==> src/nfba_pkg.sv <==
package nfba_pkg;

  // Fixed widths of the channel fields
  localparam int REQ_W  = 1;
  localparam int IDX_W  = 4;
  localparam int SZ_W   = 16;
  localparam int INT_W  = 32;
  localparam int EXT_W  = 20;

  // Request codes
  localparam logic REQ_LOAD  = 1'b0;
  localparam logic REQ_ALLOC = 1'b1;

  // Configuration port
  localparam int          APB_AW = 3;
  localparam int          APB_DW = 32;
  localparam int          CFG_W  = 5;
  localparam logic        REG_BLOCKS_IN_USE = 1'b0;
  localparam logic [CFG_W-1:0] BLOCKS_IN_USE_RST = 5'd16;

  // Saturation limits of the totals
  localparam logic [INT_W-1:0] INT_MAX = 32'hFFFF_FFFF;
  localparam logic [EXT_W-1:0] EXT_MAX = 20'hF_FFFF;

  typedef enum logic [2:0] {
    S_IDLE,
    S_LOAD_RD,
    S_LOAD_WR,
    S_SCAN,
    S_FINISH
  } nfba_state_t;

  // Controller to datapath
  typedef struct packed {
    logic accept;
    logic load_rd;
    logic load_wr;
    logic scan;
    logic load_out;
  } nfba_cmd_t;

  // Datapath to controller
  typedef struct packed {
    logic in_range;
    logic hit;
    logic exhausted;
  } nfba_sts_t;

endpackage

==> src/nfba_datapath.sv <==
module nfba_datapath import nfba_pkg::*; #(
  parameter int MAX_BLOCKS = 16,
  parameter int SIZE_WIDTH = 16
) (
  input  logic             clk,
  input  logic             rst_n,
  input  nfba_cmd_t        cmd,
  output nfba_sts_t        sts,
  input  logic [CFG_W-1:0] blocks_in_use,
  input  logic [REQ_W-1:0] in_req_type,
  input  logic [IDX_W-1:0] in_block_index,
  input  logic [SZ_W-1:0]  in_size,
  output logic             out_granted,
  output logic [IDX_W-1:0] out_chosen_block,
  output logic [INT_W-1:0] out_internal_frag_total,
  output logic [EXT_W-1:0] out_external_frag_total
);

  localparam int IW  = (MAX_BLOCKS > 1) ? $clog2(MAX_BLOCKS) : 1;
  localparam int NBW = $clog2(MAX_BLOCKS + 1);
  localparam int CW  = (NBW > CFG_W) ? NBW : CFG_W;
  localparam int FW  = SIZE_WIDTH + IW + 1;
  localparam logic [CW-1:0] MAX_C = CW'(MAX_BLOCKS);

  // Block size store, valid and taken flags
  logic [SIZE_WIDTH-1:0] mem [MAX_BLOCKS];
  logic [SIZE_WIDTH-1:0] rd_data_r;
  logic [MAX_BLOCKS-1:0] valid_r, valid_nxt;
  logic [MAX_BLOCKS-1:0] taken_r, taken_nxt;

  // Item registers
  logic [IW-1:0]         idx_r;
  logic [SIZE_WIDTH-1:0] req_r;
  logic [CW-1:0]         n_r;

  // Scan pipeline: issue stage and check stage
  logic [IW-1:0]         addr_r, addr_nxt;
  logic [CW-1:0]         iss_cnt_r, iss_cnt_nxt;
  logic                  chk_v_r, chk_v_nxt;
  logic [IW-1:0]         chk_idx_r, chk_idx_nxt;

  // Persistent allocator state
  logic [IW-1:0]         start_r, start_nxt;
  logic [INT_W-1:0]      int_r, int_nxt;
  logic [FW-1:0]         free_r, free_nxt;

  // Result of the current item
  logic                  res_granted_r, res_granted_nxt;
  logic [IW-1:0]         res_block_r, res_block_nxt;

  logic [31:0]           sz32, idx32, blk32;
  logic [SIZE_WIDTH-1:0] in_sz;
  logic [IW-1:0]         in_idx, rd_addr;
  logic [CW-1:0]         biu_c, n_eff, start_c, addr_inc, chk_inc;
  logic [SIZE_WIDTH-1:0] blk_size, old_free, diff;
  logic [INT_W:0]        int_sum;
  logic [63:0]           fs64;
  logic                  issue, fit;

  // Input decode
  always_comb begin
    sz32    = 32'(in_size);
    idx32   = 32'(in_block_index);
    in_sz   = sz32[SIZE_WIDTH-1:0];
    in_idx  = idx32[IW-1:0];
    biu_c   = CW'(blocks_in_use);
    n_eff   = (biu_c > MAX_C) ? MAX_C : biu_c;
    start_c = (CW'(start_r) < n_eff) ? CW'(start_r) : '0;
  end

  // Check stage: does the block just read fit the request
  always_comb begin
    blk_size = valid_r[chk_idx_r] ? rd_data_r : '0;
    fit      = cmd.scan && chk_v_r && !taken_r[chk_idx_r] && (blk_size >= req_r);
    diff     = blk_size - req_r;
    int_sum  = {1'b0, int_r} + (INT_W+1)'(diff);
    chk_inc  = CW'(chk_idx_r) + 1'b1;
    addr_inc = CW'(addr_r) + 1'b1;
    issue    = cmd.scan && (iss_cnt_r < n_r);
    old_free = (valid_r[idx_r] && !taken_r[idx_r]) ? rd_data_r : '0;
    rd_addr  = cmd.load_rd ? idx_r : addr_r;
  end

  assign sts.in_range  = idx32 < 32'(MAX_BLOCKS);
  assign sts.hit       = fit;
  assign sts.exhausted = cmd.scan && !chk_v_r && (iss_cnt_r == n_r);

  // Next state of the datapath registers
  always_comb begin
    valid_nxt       = valid_r;
    taken_nxt       = taken_r;
    addr_nxt        = addr_r;
    iss_cnt_nxt     = iss_cnt_r;
    chk_v_nxt       = chk_v_r;
    chk_idx_nxt     = chk_idx_r;
    start_nxt       = start_r;
    int_nxt         = int_r;
    free_nxt        = free_r;
    res_granted_nxt = res_granted_r;
    res_block_nxt   = res_block_r;

    if (cmd.accept) begin
      res_granted_nxt = 1'b0;
      res_block_nxt   = '0;
      addr_nxt        = start_c[IW-1:0];
      iss_cnt_nxt     = '0;
      chk_v_nxt       = 1'b0;
    end

    // Load: old free size out, new size in
    if (cmd.load_wr) begin
      valid_nxt[idx_r] = 1'b1;
      taken_nxt[idx_r] = 1'b0;
      free_nxt         = free_r - FW'(old_free) + FW'(req_r);
      res_granted_nxt  = 1'b1;
      res_block_nxt    = idx_r;
    end

    // Scan: one read issued and one block checked per cycle
    if (cmd.scan) begin
      chk_v_nxt   = issue;
      chk_idx_nxt = addr_r;
      if (issue) begin
        addr_nxt    = (addr_inc < n_r) ? addr_inc[IW-1:0] : '0;
        iss_cnt_nxt = iss_cnt_r + 1'b1;
      end
    end

    if (fit) begin
      taken_nxt[chk_idx_r] = 1'b1;
      int_nxt         = int_sum[INT_W] ? INT_MAX : int_sum[INT_W-1:0];
      free_nxt        = free_r - FW'(blk_size);
      start_nxt       = (chk_inc < n_r) ? chk_inc[IW-1:0] : '0;
      res_granted_nxt = 1'b1;
      res_block_nxt   = chk_idx_r;
    end
  end

  // Control registers
  always_ff @(posedge clk) begin
    if (!rst_n) begin
      valid_r       <= '0;
      taken_r       <= '0;
      start_r       <= '0;
      int_r         <= '0;
      free_r        <= '0;
      chk_v_r       <= 1'b0;
      iss_cnt_r     <= '0;
      res_granted_r <= 1'b0;
    end else begin
      valid_r       <= valid_nxt;
      taken_r       <= taken_nxt;
      start_r       <= start_nxt;
      int_r         <= int_nxt;
      free_r        <= free_nxt;
      chk_v_r       <= chk_v_nxt;
      iss_cnt_r     <= iss_cnt_nxt;
      res_granted_r <= res_granted_nxt;
    end
  end

  // Payload registers
  always_ff @(posedge clk) begin
    addr_r      <= addr_nxt;
    chk_idx_r   <= chk_idx_nxt;
    res_block_r <= res_block_nxt;
    if (cmd.accept) begin
      idx_r <= in_idx;
      req_r <= in_sz;
      n_r   <= (in_req_type == REQ_ALLOC) ? n_eff : '0;
    end
  end

  // Size store, registered read
  always_ff @(posedge clk) begin
    if (cmd.load_wr) begin
      mem[idx_r] <= req_r;
    end
    rd_data_r <= mem[rd_addr];
  end

  // Result register
  always_comb begin
    fs64  = 64'(free_r);
    blk32 = 32'(res_block_r);
  end

  always_ff @(posedge clk) begin
    if (cmd.load_out) begin
      out_granted             <= res_granted_r;
      out_chosen_block        <= blk32[IDX_W-1:0];
      out_internal_frag_total <= int_r;
      out_external_frag_total <= (fs64 > 64'(EXT_MAX)) ? EXT_MAX : fs64[EXT_W-1:0];
    end
  end

endmodule

==> src/nfba_ctrl.sv <==
module nfba_ctrl import nfba_pkg::*; (
  input  logic             clk,
  input  logic             rst_n,
  input  logic             in_valid,
  input  logic [REQ_W-1:0] in_req_type,
  output logic             in_stall,
  output logic             out_valid,
  input  logic             out_stall,
  output nfba_cmd_t        cmd,
  input  nfba_sts_t        sts
);

  nfba_state_t state_r, state_nxt;
  logic        out_valid_r, out_valid_nxt;

  assign in_stall  = (state_r != S_IDLE);
  assign out_valid = out_valid_r;

  // State register
  always_ff @(posedge clk) begin
    if (!rst_n) begin
      state_r     <= S_IDLE;
      out_valid_r <= 1'b0;
    end else begin
      state_r     <= state_nxt;
      out_valid_r <= out_valid_nxt;
    end
  end

  // Next state and commands
  always_comb begin
    cmd           = '0;
    state_nxt     = state_r;
    out_valid_nxt = out_valid_r && out_stall;
    case (state_r)
      S_IDLE: begin
        if (in_valid) begin
          cmd.accept = 1'b1;
          if (in_req_type == REQ_LOAD) begin
            state_nxt = sts.in_range ? S_LOAD_RD : S_FINISH;
          end else begin
            state_nxt = S_SCAN;
          end
        end
      end
      S_LOAD_RD: begin
        cmd.load_rd = 1'b1;
        state_nxt   = S_LOAD_WR;
      end
      S_LOAD_WR: begin
        cmd.load_wr = 1'b1;
        state_nxt   = S_FINISH;
      end
      S_SCAN: begin
        cmd.scan = 1'b1;
        if (sts.hit || sts.exhausted) begin
          state_nxt = S_FINISH;
        end
      end
      S_FINISH: begin
        // wait for the result register to be free
        if (!out_valid_r || !out_stall) begin
          cmd.load_out  = 1'b1;
          out_valid_nxt = 1'b1;
          state_nxt     = S_IDLE;
        end
      end
      default: begin
        state_nxt = S_IDLE;
      end
    endcase
  end

  // a scan either finds a block or runs out, never both
  a_hit_excl: assert property (@(posedge clk) disable iff (!rst_n)
    !(sts.hit && sts.exhausted))
    else $error("scan hit and exhausted together");

  // a loaded result is always offered next cycle
  a_out_load: assert property (@(posedge clk) disable iff (!rst_n)
    cmd.load_out |=> out_valid_r)
    else $error("result loaded but not offered");

  // an accepted beat makes the block busy
  a_busy: assert property (@(posedge clk) disable iff (!rst_n)
    (state_r == S_IDLE && in_valid) |=> in_stall)
    else $error("block not busy after accept");

  // a load write always follows its read
  a_load_seq: assert property (@(posedge clk) disable iff (!rst_n)
    cmd.load_wr |-> $past(state_r) == S_LOAD_RD)
    else $error("load write without read");

endmodule

==> src/next_fit_block_allocator_unit.sv <==
// Next-fit fixed-partition block allocator.
// Input channel (in_valid / in_stall): one beat is either a load, which writes
// one block's size and marks it free, or an allocate, which scans the blocks
// circularly from the saved start index for the first free block that is big
// enough. Output channel (out_valid / out_stall): one beat per input beat with
// grant flag, block index, the saturating internal fragmentation total and the
// saturating sum of free block sizes.
// APB port: one register, blocks_in_use at byte address 0 (reset 16).
// Timing: a load passes from the accept through the S_LOAD_RD, S_LOAD_WR and
// S_FINISH states (an index out of range goes straight to S_FINISH); an
// allocate goes through S_SCAN, which ends on a grant or once all n blocks
// are checked (n is blocks_in_use clamped to MAX_BLOCKS), then S_FINISH. The
// scan reads the size store and checks the previous read, one block per cycle.
// Items are handled one at a time; in_stall is high from the accept until the
// result has moved into the output register, when the next beat can be taken.
// A stalled result holds and the next beat can be taken and worked on
// meanwhile; it then waits to finish.
// Reset (synchronous, rst_n low) frees and zeroes all blocks, clears both
// totals and the start index; no clearing pass is needed.
module next_fit_block_allocator_unit import nfba_pkg::*; #(
  parameter int MAX_BLOCKS = 16,
  parameter int SIZE_WIDTH = 16
) (
  input  logic              clk,
  input  logic              rst_n,
  // input channel
  input  logic              in_valid,
  output logic              in_stall,
  input  logic [REQ_W-1:0]  in_req_type,
  input  logic [IDX_W-1:0]  in_block_index,
  input  logic [SZ_W-1:0]   in_size,
  // result channel
  output logic              out_valid,
  input  logic              out_stall,
  output logic              out_granted,
  output logic [IDX_W-1:0]  out_chosen_block,
  output logic [INT_W-1:0]  out_internal_frag_total,
  output logic [EXT_W-1:0]  out_external_frag_total,
  // configuration port
  input  logic              psel,
  input  logic              penable,
  input  logic              pwrite,
  input  logic [APB_AW-1:0] paddr,
  input  logic [APB_DW-1:0] pwdata,
  output logic [APB_DW-1:0] prdata,
  output logic              pready
);

  logic [CFG_W-1:0] blocks_in_use_r;
  logic             reg_sel;
  nfba_cmd_t        cmd;
  nfba_sts_t        sts;

  // Register decode
  assign pready  = 1'b1;
  assign reg_sel = (paddr[2] == REG_BLOCKS_IN_USE);
  assign prdata  = reg_sel ? APB_DW'(blocks_in_use_r) : '0;

  always_ff @(posedge clk) begin
    if (!rst_n) begin
      blocks_in_use_r <= BLOCKS_IN_USE_RST;
    end else if (psel && penable && pwrite && pready && reg_sel) begin
      blocks_in_use_r <= pwdata[CFG_W-1:0];
    end
  end

  nfba_ctrl u_ctrl (
    .clk         (clk),
    .rst_n       (rst_n),
    .in_valid    (in_valid),
    .in_req_type (in_req_type),
    .in_stall    (in_stall),
    .out_valid   (out_valid),
    .out_stall   (out_stall),
    .cmd         (cmd),
    .sts         (sts)
  );

  nfba_datapath #(
    .MAX_BLOCKS (MAX_BLOCKS),
    .SIZE_WIDTH (SIZE_WIDTH)
  ) u_datapath (
    .clk                     (clk),
    .rst_n                   (rst_n),
    .cmd                     (cmd),
    .sts                     (sts),
    .blocks_in_use           (blocks_in_use_r),
    .in_req_type             (in_req_type),
    .in_block_index          (in_block_index),
    .in_size                 (in_size),
    .out_granted             (out_granted),
    .out_chosen_block        (out_chosen_block),
    .out_internal_frag_total (out_internal_frag_total),
    .out_external_frag_total (out_external_frag_total)
  );

endmodule
==> config.mk <==
export PLATFORM = sky130hd
export DESIGN_NAME = next_fit_block_allocator_unit
export DESIGN_NICKNAME = d
export VERILOG_FILES = /design/src/nfba_pkg.sv /design/src/nfba_datapath.sv /design/src/nfba_ctrl.sv /design/src/next_fit_block_allocator_unit.sv
export SDC_FILE = /design/constraint.sdc
export NUM_CORES = 1
export LEC_CHECK = 0
export ABC_AREA = 0
export BUFFER_PORTS_ARGS = -buffer_cell sky130_fd_sc_hd__buf_2
export CAP_MARGIN = 20
export CORE_MARGIN = 2
export CORE_UTILIZATION = 40
export CTS_BUF_LIST = sky130_fd_sc_hd__clkbuf_8
export DETAILED_ROUTE_END_ITERATION = 10
export GPL_TIMING_DRIVEN = 0
export SLEW_MARGIN = 20
export SYNTH_ARGS = -nofsm -noshare
export SYNTH_HDL_FRONTEND = slang
export SYNTH_SLANG_ARGS = --single-unit
==> constraint.sdc <==
create_clock -name clk -period 15.94 [get_ports clk]
set_input_delay 3.985 -clock clk [delete_from_list [all_inputs] [get_ports clk]]
set_output_delay 3.985 -clock clk [all_outputs]
set_load 0.01 [all_outputs]
==> impl_summary.txt, run 1 <==
----------------------------------------------------
[Logic synthesis]
  Sequential area share after synthesis ... 57.3%
  Number of flops mapped to enable cells by yosys ... 346
  Dominant cell type by area after synthesis ... edfxtp_1
  Count of synthesis-stage warnings from yosys ... 0
  Syn Std Cell Area ... 22500 um^2
  Share of synthesized registers carrying an async set or reset ... 0%
  Average footprint of a synthesized cell ... 12.6 um^2
  Yosys cell types ... 70
  Synthesis-stage register bit count ... 471
  Most used flip-flop cell after synthesis ... edfxtp_1
  Share of the synthesized area in the top cell type ... 46.1%
  Post-Synthesis Cells ... 1791
  Cell types occupying the most area after synthesis ... edfxtp_1 (46%), dfxtp_1 (11%), mux4_2 (7.5%)

[Timing]
  Total Negative Setup Slacks ... 0 ps
  Period utilisation layout ... 52.4%
  Fmax achieved ... 0.120 GHz
  Final setup skew ... 51.7 ps
  Max-Slew Margin vs Limit ... 34.8%
  Setup violations, final ... 0
  Period minus WS final ... 8350 ps
  RSZ-0062 raised after global routing ... false
  Worst hold margin ... 426 ps
  Endpoints failing hold ... 0
  Least-Margin Pin Slew ... 958 ps
  Slew Viols, Final ... 0

[Pwr]
  Leak ... 10.1 nW
  Overall Power ... 4.32 mW
  Total power divided by cell area ... 166 nW/um^2
  Peak supply drop ... 0.0768 mV

[Floorplan]
  Starting density of the core ... 40.6%
  Core area ... 55400 um^2
  Std cell rows ... 86
  Die outline height ... 241 um
  Area of the die ... 58200 um^2
  Number of primary I/O pins ... 155
  Die outline width ... 241 um

[Detailed routing]
  Wirelength per Cell ... 20.0 um
  Met2 WL post-DR ... 27.3 mm
  Total via count after detailed routing ... 15055
  Top routing layer in use ... met4
  Initial detailed-routing violation count ... 1151
  Count of nets left with antenna violations after detail routing ... 0
  Drt pass-1 iters ... 6
  Via density per instance ... 5.30
  Detailed-routing wirelength on met1 ... 24.8 mm
  Total length of routed met3 wires ... 2.97 mm
  Routed Wire Length ... 56.8 mm
  Number of design rule violations left after detail routing ... 0

[Critical path]
  Maximum fanout along the worst path ... 6
  Worst reg-to-reg setup slack ... 9040 ps
  Critical path arrival ... 4370 ps
  Delay of the slowest cell on the worst path ... 130 ps
  Worst reg2reg path endpoint ... u_datapath.int_r[13]$_SDFFE_PN0P_
  Ordered cell list for the critical path ... buf_2, nor2b_1, buf_2
  Worst Reg2Reg Path Length in Cells ... 25
  Critical Path RT ... 11950 ps
  Most frequent CP cell ... buf_2
  Cell family with the largest share of critical-path delay ... buffers and inverters
  Kind of end point of the critical path ... output pin
  Critical path buffer and inverter count ... 2
  Library cell contributing the largest single delay on the critical path ... buf_2
  CP Class ... in2out
  Startpoint Class ... primary input
  Worst r2r src ... u_datapath.chk_idx_r[1]$_DFFE_PP_

[Place]
  Port Buffer Count ... 97
  Placed Area ... 24400 um^2
  Routability Congestion ... 0.900
  Final HPWL from detailed placement ... 42.2 mm

[GRT]
  Total routing resource utilization after global routing ... 19.9%
  Initial antenna violation count ... 0
  Global-route wire length before repair ... 87.4 mm
  Number of global-route vias before repair ... 15168
  Maximum number of pins on one net before global-route repair ... 27
  GR Overflow Total ... 0

[Outcome]
  Status ... finished clean

[Clocking]
  TritonCTS clock tree ... done
  Total number of clock tree sinks ... 471
  Number of buffers added by the clock tree synthesis step ... 82
  Hold-fix buffer count after cts ... 0
  Clock Tree Root ... clkbuf_8
  Post CTS Setup Buffer Count ... 0
  Worst-path clk slew ... 60 ps
  Clock network latency to the later pin of the worst-skew pair ... 680 ps
  Number of instances resized during post-cts repair ... 0
  Maximum buffer depth of the clock tree ... 3
  Clock H-tree levels ... 3

[Finish]
  Ratio of cells with drive above 1 in the final layout ... 18.9%
  Area Overhead vs Synth ... 15.8%
  End-of-flow core utilization ... 47.1%
  Nets ... 2205
  Diode insertion count for antenna repair ... 0
  Flip-flop and latch area ... 12900 um^2
  Total non-filler cell area in the finished layout ... 26100 um^2
  Area occupied by multi-input gates ... 8840 um^2
  Fill cell count ... 5014

[Worst hold path]
  Startpoint of the most critical hold path ... u_datapath.res_block_r[2]$_DFFE_PP_
  Worst min-delay path class ... reg2reg
  Terminating pin of the worst hold path ... u_datapath.out_chosen_block[2]$_DFFE_PP_
  WHS Path Cells ... 0

[Flow run]
  Count of max-cap constraint violations ... 0

----------------------------------------------------
-- worst reg2reg max path, cell delays in order, from the launching register on --
cell	delay (ps)
edfxtp_1	390
clkbuf_1	520
mux4_2	420
mux4_2	610
buf_1	300
nand2_1	250
inv_1	110
ha_1	300
nor2b_1	130
o21ai_0	220
a21oi_1	130
o211ai_1	270
nand2b_1	90
a211oi_1	230
nor2_1	80
ha_1	400
o21a_1	160
o21ai_0	70
o2bb2ai_1	130
a31o_2	240
o31a_1	360
buf_4	210
nor4_4	660
buf_4	310
nor3_1	80
nor2_1	120
-- metal layers --
layer,vias to the layer above,GRT usage [%]
met2,467,33.1
li1,7064,-
met3,116,3.52
met1,7408,26.1
met5,-,0
met4,0,7.15
-- report_power, final --
part	internal (mW)	switching (mW)	total [mW]
logic	0.697	0.927	1.62
clock network	0.614	0.514	1.13
registers	1.47	0.104	1.57
-- per-stage QoR --
stage	std cells	setup slack (ps)
2_1_floorplan	1817	7790
3_3_place_gp	2662	6950
3_5_place_dp	2685	7590
4_1_cts	2838	7590
5_1_grt	2838	7570
6_report	2838	7590
-- registers in the layout, indices dropped and copies added, names as in the netlist, 4 cells and up --
signal,flops
blocks_in_use_r,5
u_datapath.addr_r,4
u_datapath.chk_idx_r,4
u_datapath.free_r,21
u_datapath.idx_r,4
u_datapath.int_r,32
u_datapath.iss_cnt_r,5
u_datapath.mem,256
u_datapath.n_r,5
u_datapath.out_chosen_block,4
u_datapath.out_external_frag_total,20
u_datapath.out_internal_frag_total,32
u_datapath.rd_data_r,16
u_datapath.req_r,16
u_datapath.res_block_r,4
u_datapath.start_r,4
u_datapath.taken_r,16
u_datapath.valid_r,16
-- area by class of cell --
cell class,count,area share (%)
flip-flops and latches,471,49.4
well taps,748,3.59
multi-input cells,1136,33.9
inverters,114,1.64
repair buffers,120,2.94
clock inverters,62,1.67
plain buffers,96,1.99
clock buffers,91,4.80
-- cells in the final DEF (no fill, tap or decap), types with 31 or more instances in the layout --
cell / instances
nor3_1: 39
clkbuf_8: 91
ha_1: 102
nor2_1: 116
a21oi_1: 97
clkbuf_1: 45
buf_4: 44
xnor2_1: 43
inv_1: 143
and2_1: 40
nand2_1: 144
edfxtp_1: 346
mux4_2: 75
a211oi_1: 31
o21ai_0: 71
dfxtp_1: 125
buf_2: 109
-- Yosys cell counts, types with 9 or more instances --
master / count
a21oi_1: 99
inv_1: 113
ha_1: 102
mux4_2: 75
nor2_1: 128
o31a_1: 9
o21ai_0: 71
xor2_1: 21
nand2_1: 144
nand4_1: 12
fa_1: 19
or3_1: 10
nor3_1: 44
nand3_1: 21
and2_1: 40
o211ai_1: 10
and3_1: 14
dfxtp_1: 125
nor2b_1: 22
a211oi_1: 31
o21a_1: 13
edfxtp_1: 346
a31oi_1: 20
buf_2: 12
o22ai_1: 9
buf_4: 36
nand2b_1: 21
a21o_1: 24
clkbuf_1: 45
mux2i_1: 15
xnor2_1: 43
-- how the worst max path moves through the flow --
stage,start,cells past startpoint,endpoint,slack [ps]
floorplan,paddr[2],1,prdata[0],7790
global route,paddr[2],3,prdata[3],7570
CTS,paddr[2],3,prdata[3],7590
detailed placement,paddr[2],3,prdata[3],7590
finish,paddr[2],3,prdata[3],7590
global placement,out_stall,2,u_datapath.out_external_frag_total[17]$_SDFFCE_PN1P_,6950
-- cell families after synthesis --
family	count (synthesis)	synth area share [%]
compound gates	346	9.91
xor+xnor	64	2.49
fa+ha+maj	121	7.36
buf+inv	210	4.20
flops	471	57.3
mux	92	8.28
other cells	2	0.0334
simple gates	485	10.5
No activity file was read; power rests on OpenSTA's default activity.
==> inputs of run 2 (changes only) <==
==> constraint.sdc (replaced) <==
create_clock -name clk -period 6.8 [get_ports clk]
set_input_delay 1.7 -clock clk [delete_from_list [all_inputs] [get_ports clk]]
set_output_delay 1.7 -clock clk [all_outputs]
set_load 0.01 [all_outputs]
==> impl_summary.txt, run 2 (same netlist as run 1, synthesis figures left out) <==
----------------------------------------------------
[Critical path]
  Kind of end point of the critical path ... register
  Critical path arrival ... 6820 ps (+2450 ps)
  CP Class ... reg2reg
  Worst reg2reg path endpoint ... u_datapath.int_r[17]$_SDFFE_PN0P_
  Ordered cell list for the critical path ... buf_4, mux4_2, mux4_2, nand2_1, inv_1, ha_1, nor2b_1, o21ai_0, a21oi_1, o211ai_1, nand2b_1, a211oi_1, nor2_1, ha_1, o21a_1, o21ai_0, o2bb2ai_1, a31o_2, o31a_1, buf_4, nor4_4, buf_4, and4b_1, nor3_1
  Worst r2r src ... u_datapath.chk_idx_r[0]$_DFFE_PP_
  Maximum fanout along the worst path ... 16 (+10)
  Startpoint Class ... register
  Worst Reg2Reg Path Length in Cells ... 24 (-4.0%)
  Most frequent CP cell ... buf_4
  Library cell contributing the largest single delay on the critical path ... mux4_2
  Delay of the slowest cell on the worst path ... 670 ps (+540 ps)
  Cell family with the largest share of critical-path delay ... compound AO/OA/AOI/OAI gates
  Critical path buffer and inverter count ... 4 (+2)
  Critical Path RT ... 7400 ps (-4550 ps)
  Worst reg-to-reg setup slack ... 580 ps (-8460 ps)

[GRT]
  Met2 usage ... 33.1% (about the same)
  Number of global-route vias before repair ... 15178 (+0.066%)
  Most utilized layer in the global route result ... met2
  Global-route wire length before repair ... 87.4 mm (about the same)
  Met3 track utilization from global routing ... 3.52% (unchanged)
  Maximum number of pins on one net before global-route repair ... 27 (unchanged)
  Total routing resource utilization after global routing ... 19.9% (about the same)
  Met1 Track Usage GR ... 26.2% (about the same)
  Initial antenna violation count ... 0 (unchanged)
  GR Overflow Total ... 0 (unchanged)

[Finish]
  Nets ... 2206 (+0.045%)
  Number of flip-flops in the largest register ... 256 (unchanged)
  Most flops, register ... u_datapath.mem
  Registers with the highest flip-flop counts ... u_datapath.mem x256, u_datapath.int_r x32, u_datapath.out_internal_frag_total x32
  Most frequent standard cell in the layout excluding fill and tap cells ... edfxtp_1
  Area Overhead vs Synth ... 15.9%
  Leading cell types in the layout, fill and taps excluded ... edfxtp_1 (346), nand2_1 (144), inv_1 (143)
  Ratio of cells with drive above 1 in the final layout ... 19.0% (+0.13 points)
  End-of-flow core utilization ... 47.1% (+0.050 points)

[Floorplan]
  Area of the die ... 58200 um^2 (unchanged)
  Core area ... 55400 um^2 (unchanged)
  Die outline width ... 241 um (unchanged)
  Die outline height ... 241 um (unchanged)
  Std cell rows ... 86 (unchanged)
  Starting density of the core ... 40.6% (unchanged)
  Number of primary I/O pins ... 155 (unchanged)

[Timing]
  Endpoints failing hold ... 0 (unchanged)
  Period minus WS final ... 6220 ps
  Slew Viols, Final ... 0 (unchanged)
  Final setup skew ... 55.4 ps (+3.69 ps)
  Setup violations, final ... 0 (unchanged)
  Least-Margin Pin Slew ... 975 ps (+16.1 ps)
  Fmax achieved ... 0.161 GHz
  Period utilisation layout ... 91.5%
  Max-Slew Margin vs Limit ... 33.7% (-1.1 points)
  RSZ-0062 raised after global routing ... false

[Worst hold path]
  Terminating pin of the worst hold path ... u_datapath.out_chosen_block[2]$_DFFE_PP_
  Startpoint of the most critical hold path ... u_datapath.res_block_r[2]$_DFFE_PP_
  WHS Path Cells ... 0 (unchanged)
  Worst min-delay path class ... reg2reg

[Detailed routing]
  Count of nets left with antenna violations after detail routing ... 0 (unchanged)
  Initial detailed-routing violation count ... 1220 (+6.0%)
  Via density per instance ... 5.29 (-0.26%)
  Drt pass-1 iters ... 5 (-1)
  Routed Wire Length ... 56.9 mm (+0.18%)
  Number of design rule violations left after detail routing ... 0 (unchanged)
  Total via count after detailed routing ... 15027 (-0.19%)
  Wirelength per Cell ... 20.0 um (+0.11%)

[Clocking]
  Total number of clock tree sinks ... 471 (unchanged)
  TritonCTS clock tree ... done
  Clock network latency to the later pin of the worst-skew pair ... 680 ps (about the same)
  Maximum buffer depth of the clock tree ... 3 (unchanged)
  Number of buffers added by the clock tree synthesis step ... 82 (unchanged)
  Hold-fix buffer count after cts ... 0 (unchanged)
  Clock Tree Root ... clkbuf_8
  Worst-path clk slew ... 60 ps (about the same)
  Clock H-tree levels ... 3 (unchanged)

[Pwr]
  Leak ... 10.1 nW (+0.15%)
  Total power divided by cell area ... 388 nW/um^2 (+130%)
  Overall Power ... 10.1 mW (+130%)
  Peak supply drop ... 0.180 mV (+130%)

[Place]
  Port Buffer Count ... 97 (unchanged)
  Final HPWL from detailed placement ... 42.2 mm (unchanged)
  Routability Congestion ... 0.900 (unchanged)

[Flow run]
  Count of max-cap constraint violations ... 0 (unchanged)

[Outcome]
  Status ... finished clean

----------------------------------------------------
## run 2: cell count changes in the layout (fill, tap and decap cells not counted)
cell | before | now
diode_2 | 0 | 1
buf_1 | 2 | 1
buf_12 | 0 | 1
buf_4 | 44 | 45
clkbuf_2 | 0 | 1
clkbuf_1 | 45 | 44
## run 2: how the worst max path moves through the flow
stage	start	to	slack, ps	cells past startpoint
3_5_place_dp	u_datapath.chk_idx_r[1]$_DFFE_PP_	u_datapath.int_r[30]$_SDFFE_PN0P_	-120	24
6_report	u_datapath.chk_idx_r[0]$_DFFE_PP_	u_datapath.int_r[17]$_SDFFE_PN0P_	580	24
5_1_grt	u_datapath.chk_idx_r[0]$_DFFE_PP_	u_datapath.int_r[17]$_SDFFE_PN0P_	30	24
3_3_place_gp	u_datapath.chk_idx_r[1]$_DFFE_PP_	u_datapath.int_r[15]$_SDFFE_PN0P_	0.1	25
4_1_cts	u_datapath.chk_idx_r[0]$_DFFE_PP_	u_datapath.int_r[17]$_SDFFE_PN0P_	270	25
2_1_floorplan	u_datapath.chk_idx_r[0]$_DFFE_PP_	u_datapath.int_r[17]$_SDFFE_PN0P_	1230	24
## run 2: routing by layer
metal | share of wire, % | wire, um | vias to the layer above
met2 | 48 | 27200 | 489
met3 | 5.1 | 2870 | 113
met5 | 0 | 0 | -
met1 | 44 | 25000 | 7363
li1 | - | - | 7062
met4 | 3.1 | 1750 | 0
## run 2: layout make-up
type                       count  area [um^2]
clock buffer                  91         1250
clock inverter                62          437
antenna                        1         2.50
fill                        5010        29300
timing repair buffer         122          793
inverter                     114          428
multi-input combinational   1136         8840
sequential                   471        12900
tap                          748          936
buffer                        95          515
## run 2: worst reg2reg max path, cell delays in order (launching register included)
cell	delay, ps
edfxtp_1	460
buf_4	280
mux4_2	540
mux4_2	670
nand2_1	250
inv_1	110
ha_1	300
nor2b_1	130
o21ai_0	220
a21oi_1	130
o211ai_1	270
nand2b_1	90
a211oi_1	230
nor2_1	80
ha_1	400
o21a_1	160
o21ai_0	70
o2bb2ai_1	130
a31o_2	240
o31a_1	360
buf_4	220
nor4_4	250
buf_4	200
and4b_1	190
nor3_1	160
## run 2: stage by stage
step	cells	setup WS [ps]	TNS, ps	hold WS [ps]	instance area (um^2)
floorplan	1817	1230	0	400	22600
global placement	2662	0.143	0	411	24000
detailed placement	2685	-124	-1590	411	24400
CTS	2840	272	0	430	26100
global route	2839	26.2	0	439	26100
finish	2840	581	0	426	26100
## run 2: repair_timing
action,CTS,global route
setup buffers,2,0
resized for setup,1,0
setup endpoints to repair,21,29
pin swaps,1,0
## run 2: where the power goes
part	switching, mW	total, mW	internal (mW)
Clock	1.21	2.65	1.44
Combinational	2.18	3.81	1.63
Sequential	0.243	3.68	3.44
==> inputs of run 3 (changes only) <==
--- a/config.mk
+++ b/config.mk
@@ -5,7 +5,7 @@
 export SDC_FILE = /design/constraint.sdc
 export NUM_CORES = 1
 export LEC_CHECK = 0
-export ABC_AREA = 0
+export ABC_AREA = 1
 export BUFFER_PORTS_ARGS = -buffer_cell sky130_fd_sc_hd__buf_2
 export CAP_MARGIN = 20
 export CORE_MARGIN = 2
==> impl_summary.txt, run 3 <==
----------------------------------------------------
[Timing]
  Period utilisation layout ... 93.6% (+2.2 points)
  Period minus WS final ... 6370 ps (+148 ps)
  RSZ-0062 raised after global routing ... false
  Total Negative Setup Slacks ... 0 ps (unchanged)
  Fmax achieved ... 0.157 GHz (-2.3%)
  Final setup skew ... 30.5 ps (-24.9 ps)
  Max-Slew Margin vs Limit ... 36.1% (+2.4 points)
  Least-Margin Pin Slew ... 949 ps (-25.2 ps)
  Endpoints failing hold ... 0 (unchanged)
  Worst hold margin ... 420 ps (-5.34 ps)
  Slew Viols, Final ... 0 (unchanged)
  Setup violations, final ... 0 (unchanged)
  Min setup slack post-route ... 433 ps (-148 ps)

[Clocking]
  Post CTS Setup Buffer Count ... 0 (-2)
  Total number of clock tree sinks ... 471 (unchanged)
  Hold-fix buffer count after cts ... 0 (unchanged)
  Number of buffers added by the clock tree synthesis step ... 82 (unchanged)
  Number of instances resized during post-cts repair ... 0 (-1)
  Clock Tree Root ... clkbuf_8
  Maximum buffer depth of the clock tree ... 3 (unchanged)
  Clock H-tree levels ... 3 (unchanged)
  Worst-path clk slew ... 60 ps (about the same)
  TritonCTS clock tree ... done
  Clock network latency to the later pin of the worst-skew pair ... 680 ps (about the same)

[Finish]
  Leading cell types in the layout, fill and taps excluded ... nand2_1 (561), inv_1 (387), edfxtp_1 (346)
  Registers with the highest flip-flop counts ... u_datapath.mem x256, u_datapath.int_r x32, u_datapath.out_internal_frag_total x32
  Most flops, register ... u_datapath.mem
  Ratio of cells with drive above 1 in the final layout ... 11.2% (-7.8 points)
  End-of-flow core utilization ... 45.8% (-1.3 points)
  Nets ... 3197 (+45%)
  Most frequent standard cell in the layout excluding fill and tap cells ... nand2_1
  Number of flip-flops in the largest register ... 256 (unchanged)
  Filler-free cell count of the finished design ... 3870 (+36%)
  Area Overhead vs Synth ... 13.8%
  Total non-filler cell area in the finished layout ... 28200 um^2 (+7.9%)

[Place]
  Routability Congestion ... 0.971 (+7.9%)
  Placed Area ... 26500 um^2 (+8.7%)
  Port Buffer Count ... 97 (unchanged)
  Placed cell count ... 3719 (+39%)
  Final HPWL from detailed placement ... 58.5 mm (+39%)
  Post-placement setup slack ... 540 ps (+664 ps)

[GRT]
  Global-route wire length before repair ... 118 mm (+35%)
  Total routing resource utilization after global routing ... 24.4% (+4.5 points)
  Number of global-route vias before repair ... 19802 (+30%)
  Maximum number of pins on one net before global-route repair ... 27 (unchanged)
  Initial antenna violation count ... 1 (+1)
  GR Overflow Total ... 0 (unchanged)

[Critical path]
  Critical path arrival ... 6890 ps (+70 ps)
  Critical Path RT ... 7320 ps (-80 ps)
  Delay of the slowest cell on the worst path ... 500 ps (-170 ps)
  Worst Reg2Reg Path Length in Cells ... 29 (+21%)
  Maximum fanout along the worst path ... 11 (-5)
  Library cell contributing the largest single delay on the critical path ... edfxtp_1
  Startpoint Class ... register
  Kind of end point of the critical path ... register
  CP Class ... reg2reg
  Most frequent CP cell ... nand2_1

[Worst hold path]
  Worst min-delay path class ... reg2reg
  WHS Path Cells ... 0 (unchanged)

[Logic synthesis]
  Dominant cell type by area after synthesis ... edfxtp_1
  Number of flops mapped to enable cells by yosys ... 346 (unchanged)
  Most used flip-flop cell after synthesis ... edfxtp_1
  Count of synthesis-stage warnings from yosys ... 0 (unchanged)
  Most numerous cell in the Yosys netlist ... nand2_1
  Share of the synthesized area in the top cell type ... 42.0% (-4.2 points)
  Cell types occupying the most area after synthesis ... edfxtp_1 (42%), dfxtp_1 (10%), nand2_1 (8.5%)
  Sequential area share after synthesis ... 52.1% (-5.2 points)
  Syn Std Cell Area ... 24700 um^2 (+9.9%)
  Post-Synthesis Cells ... 2795 (+56%)
  Top cells by instance count after synthesis ... nand2_1 (561), inv_1 (357), nor2_1 (352)
  Synthesis-stage register bit count ... 471 (unchanged)
  Average footprint of a synthesized cell ... 8.85 um^2 (-30%)
  Yosys cell types ... 52 (-26%)
  Share of synthesized registers carrying an async set or reset ... 0% (unchanged)

[Detailed routing]
  Wirelength per Cell ... 20.3 um (+1.5%)
  Initial detailed-routing violation count ... 1886 (+55%)
  Total via count after detailed routing ... 20678 (+38%)
  Number of design rule violations left after detail routing ... 0 (unchanged)
  Routed Wire Length ... 78.7 mm (+38%)
  Drt pass-1 iters ... 6 (+1)
  Count of nets left with antenna violations after detail routing ... 0 (unchanged)
  Via density per instance ... 5.34 (+0.98%)

[Pwr]
  Leak ... 12.0 nW (+18%)
  Overall Power ... 8.33 mW (-18%)
  Peak supply drop ... 0.202 mV (+12%)
  Total power divided by cell area ... 296 nW/um^2 (-24%)

[Floorplan]
  Std cell rows ... 91 (+5.8%)
  Core area ... 61500 um^2 (+11%)
  Area of the die ... 63900 um^2 (+9.7%)
  Die outline width ... 253 um (+4.8%)
  Number of primary I/O pins ... 155 (unchanged)
  Starting density of the core ... 40.2% (-0.38 points)
  Die outline height ... 253 um (+4.8%)

[Flow run]
  Count of max-cap constraint violations ... 0 (unchanged)

[Outcome]
  Status ... finished clean

----------------------------------------------------
==> run 3: cell types whose count changed after synthesis, moves of 29 or more <==
cell,change
nand2_1,+417
and2_1,-38
o21ai_0,+129
nor2_1,+224
mux4_2,-75
xnor2_1,-29
nand3_1,+150
a211oi_1,-29
a21oi_1,+35
inv_1,+244
o211ai_1,+35
==> run 3: metal layers <==
layer | track usage [%] | wire [um] | share of wire [%]
met3 | 4.60 | 5910 | 7.5
met1 | 33.4 | 34700 | 44
met4 | 7.95 | 2080 | 2.6
met5 | 0 | 0 | 0
met2 | 39.0 | 36000 | 46
==> run 3: path summary, 6_finish.rpt <==
check / from / to / slack, ps
max: u_datapath.chk_idx_r[0]$_DFFE_PP_ / u_datapath.int_r[18]$_SDFFE_PN0P_ / 430
min: u_datapath.res_block_r[2]$_DFFE_PP_ / u_datapath.out_chosen_block[2]$_DFFE_PP_ / 420
max reg2reg: u_datapath.chk_idx_r[0]$_DFFE_PP_ / u_datapath.int_r[18]$_SDFFE_PN0P_ / 430
min reg2reg: u_datapath.res_block_r[2]$_DFFE_PP_ / u_datapath.out_chosen_block[2]$_DFFE_PP_ / 420
==> run 3: layout make-up <==
cell class                      count  area (um^2)
Timing Repair Buffer              108          647
Sequential cell                   471        12900
Tap cell                          790          988
Buffer                            117          692
Multi-Input combinational cell   1866         9910
Antenna cell                        1         2.50
Inverter                          367         1380
Clock buffer                       93         1280
Clock inverter                     57          370
Fill cell                        5970        33300
==> run 3: cells by family after synthesis <==
group,share of synthesized area [%]
compound gates,11.2
xor+xnor,1.56
fa+ha+maj,6.69
buf+inv,8.37
flops,52.1
other cells,0.0303
simple gates,20.1
==> run 3: worst max-delay path, delay by kind of cell, from the launching register on <==
family                   cells  cell delay (ps)
flip-flops                   1              500
buffers and inverters        7             1670
XOR/XNOR                     1              390
AO/OA/AOI/OAI                7             1280
AND/OR/NAND/NOR             12             1660
adder cells (fa/ha/maj)      2              720
==> run 3: power by group <==
group          switching [mW]  internal [mW]  total, mW
logic                    1.62          0.719       2.34
clock network            1.24           1.39       2.62
registers               0.126           3.25       3.37
total                    2.98           5.35       8.33
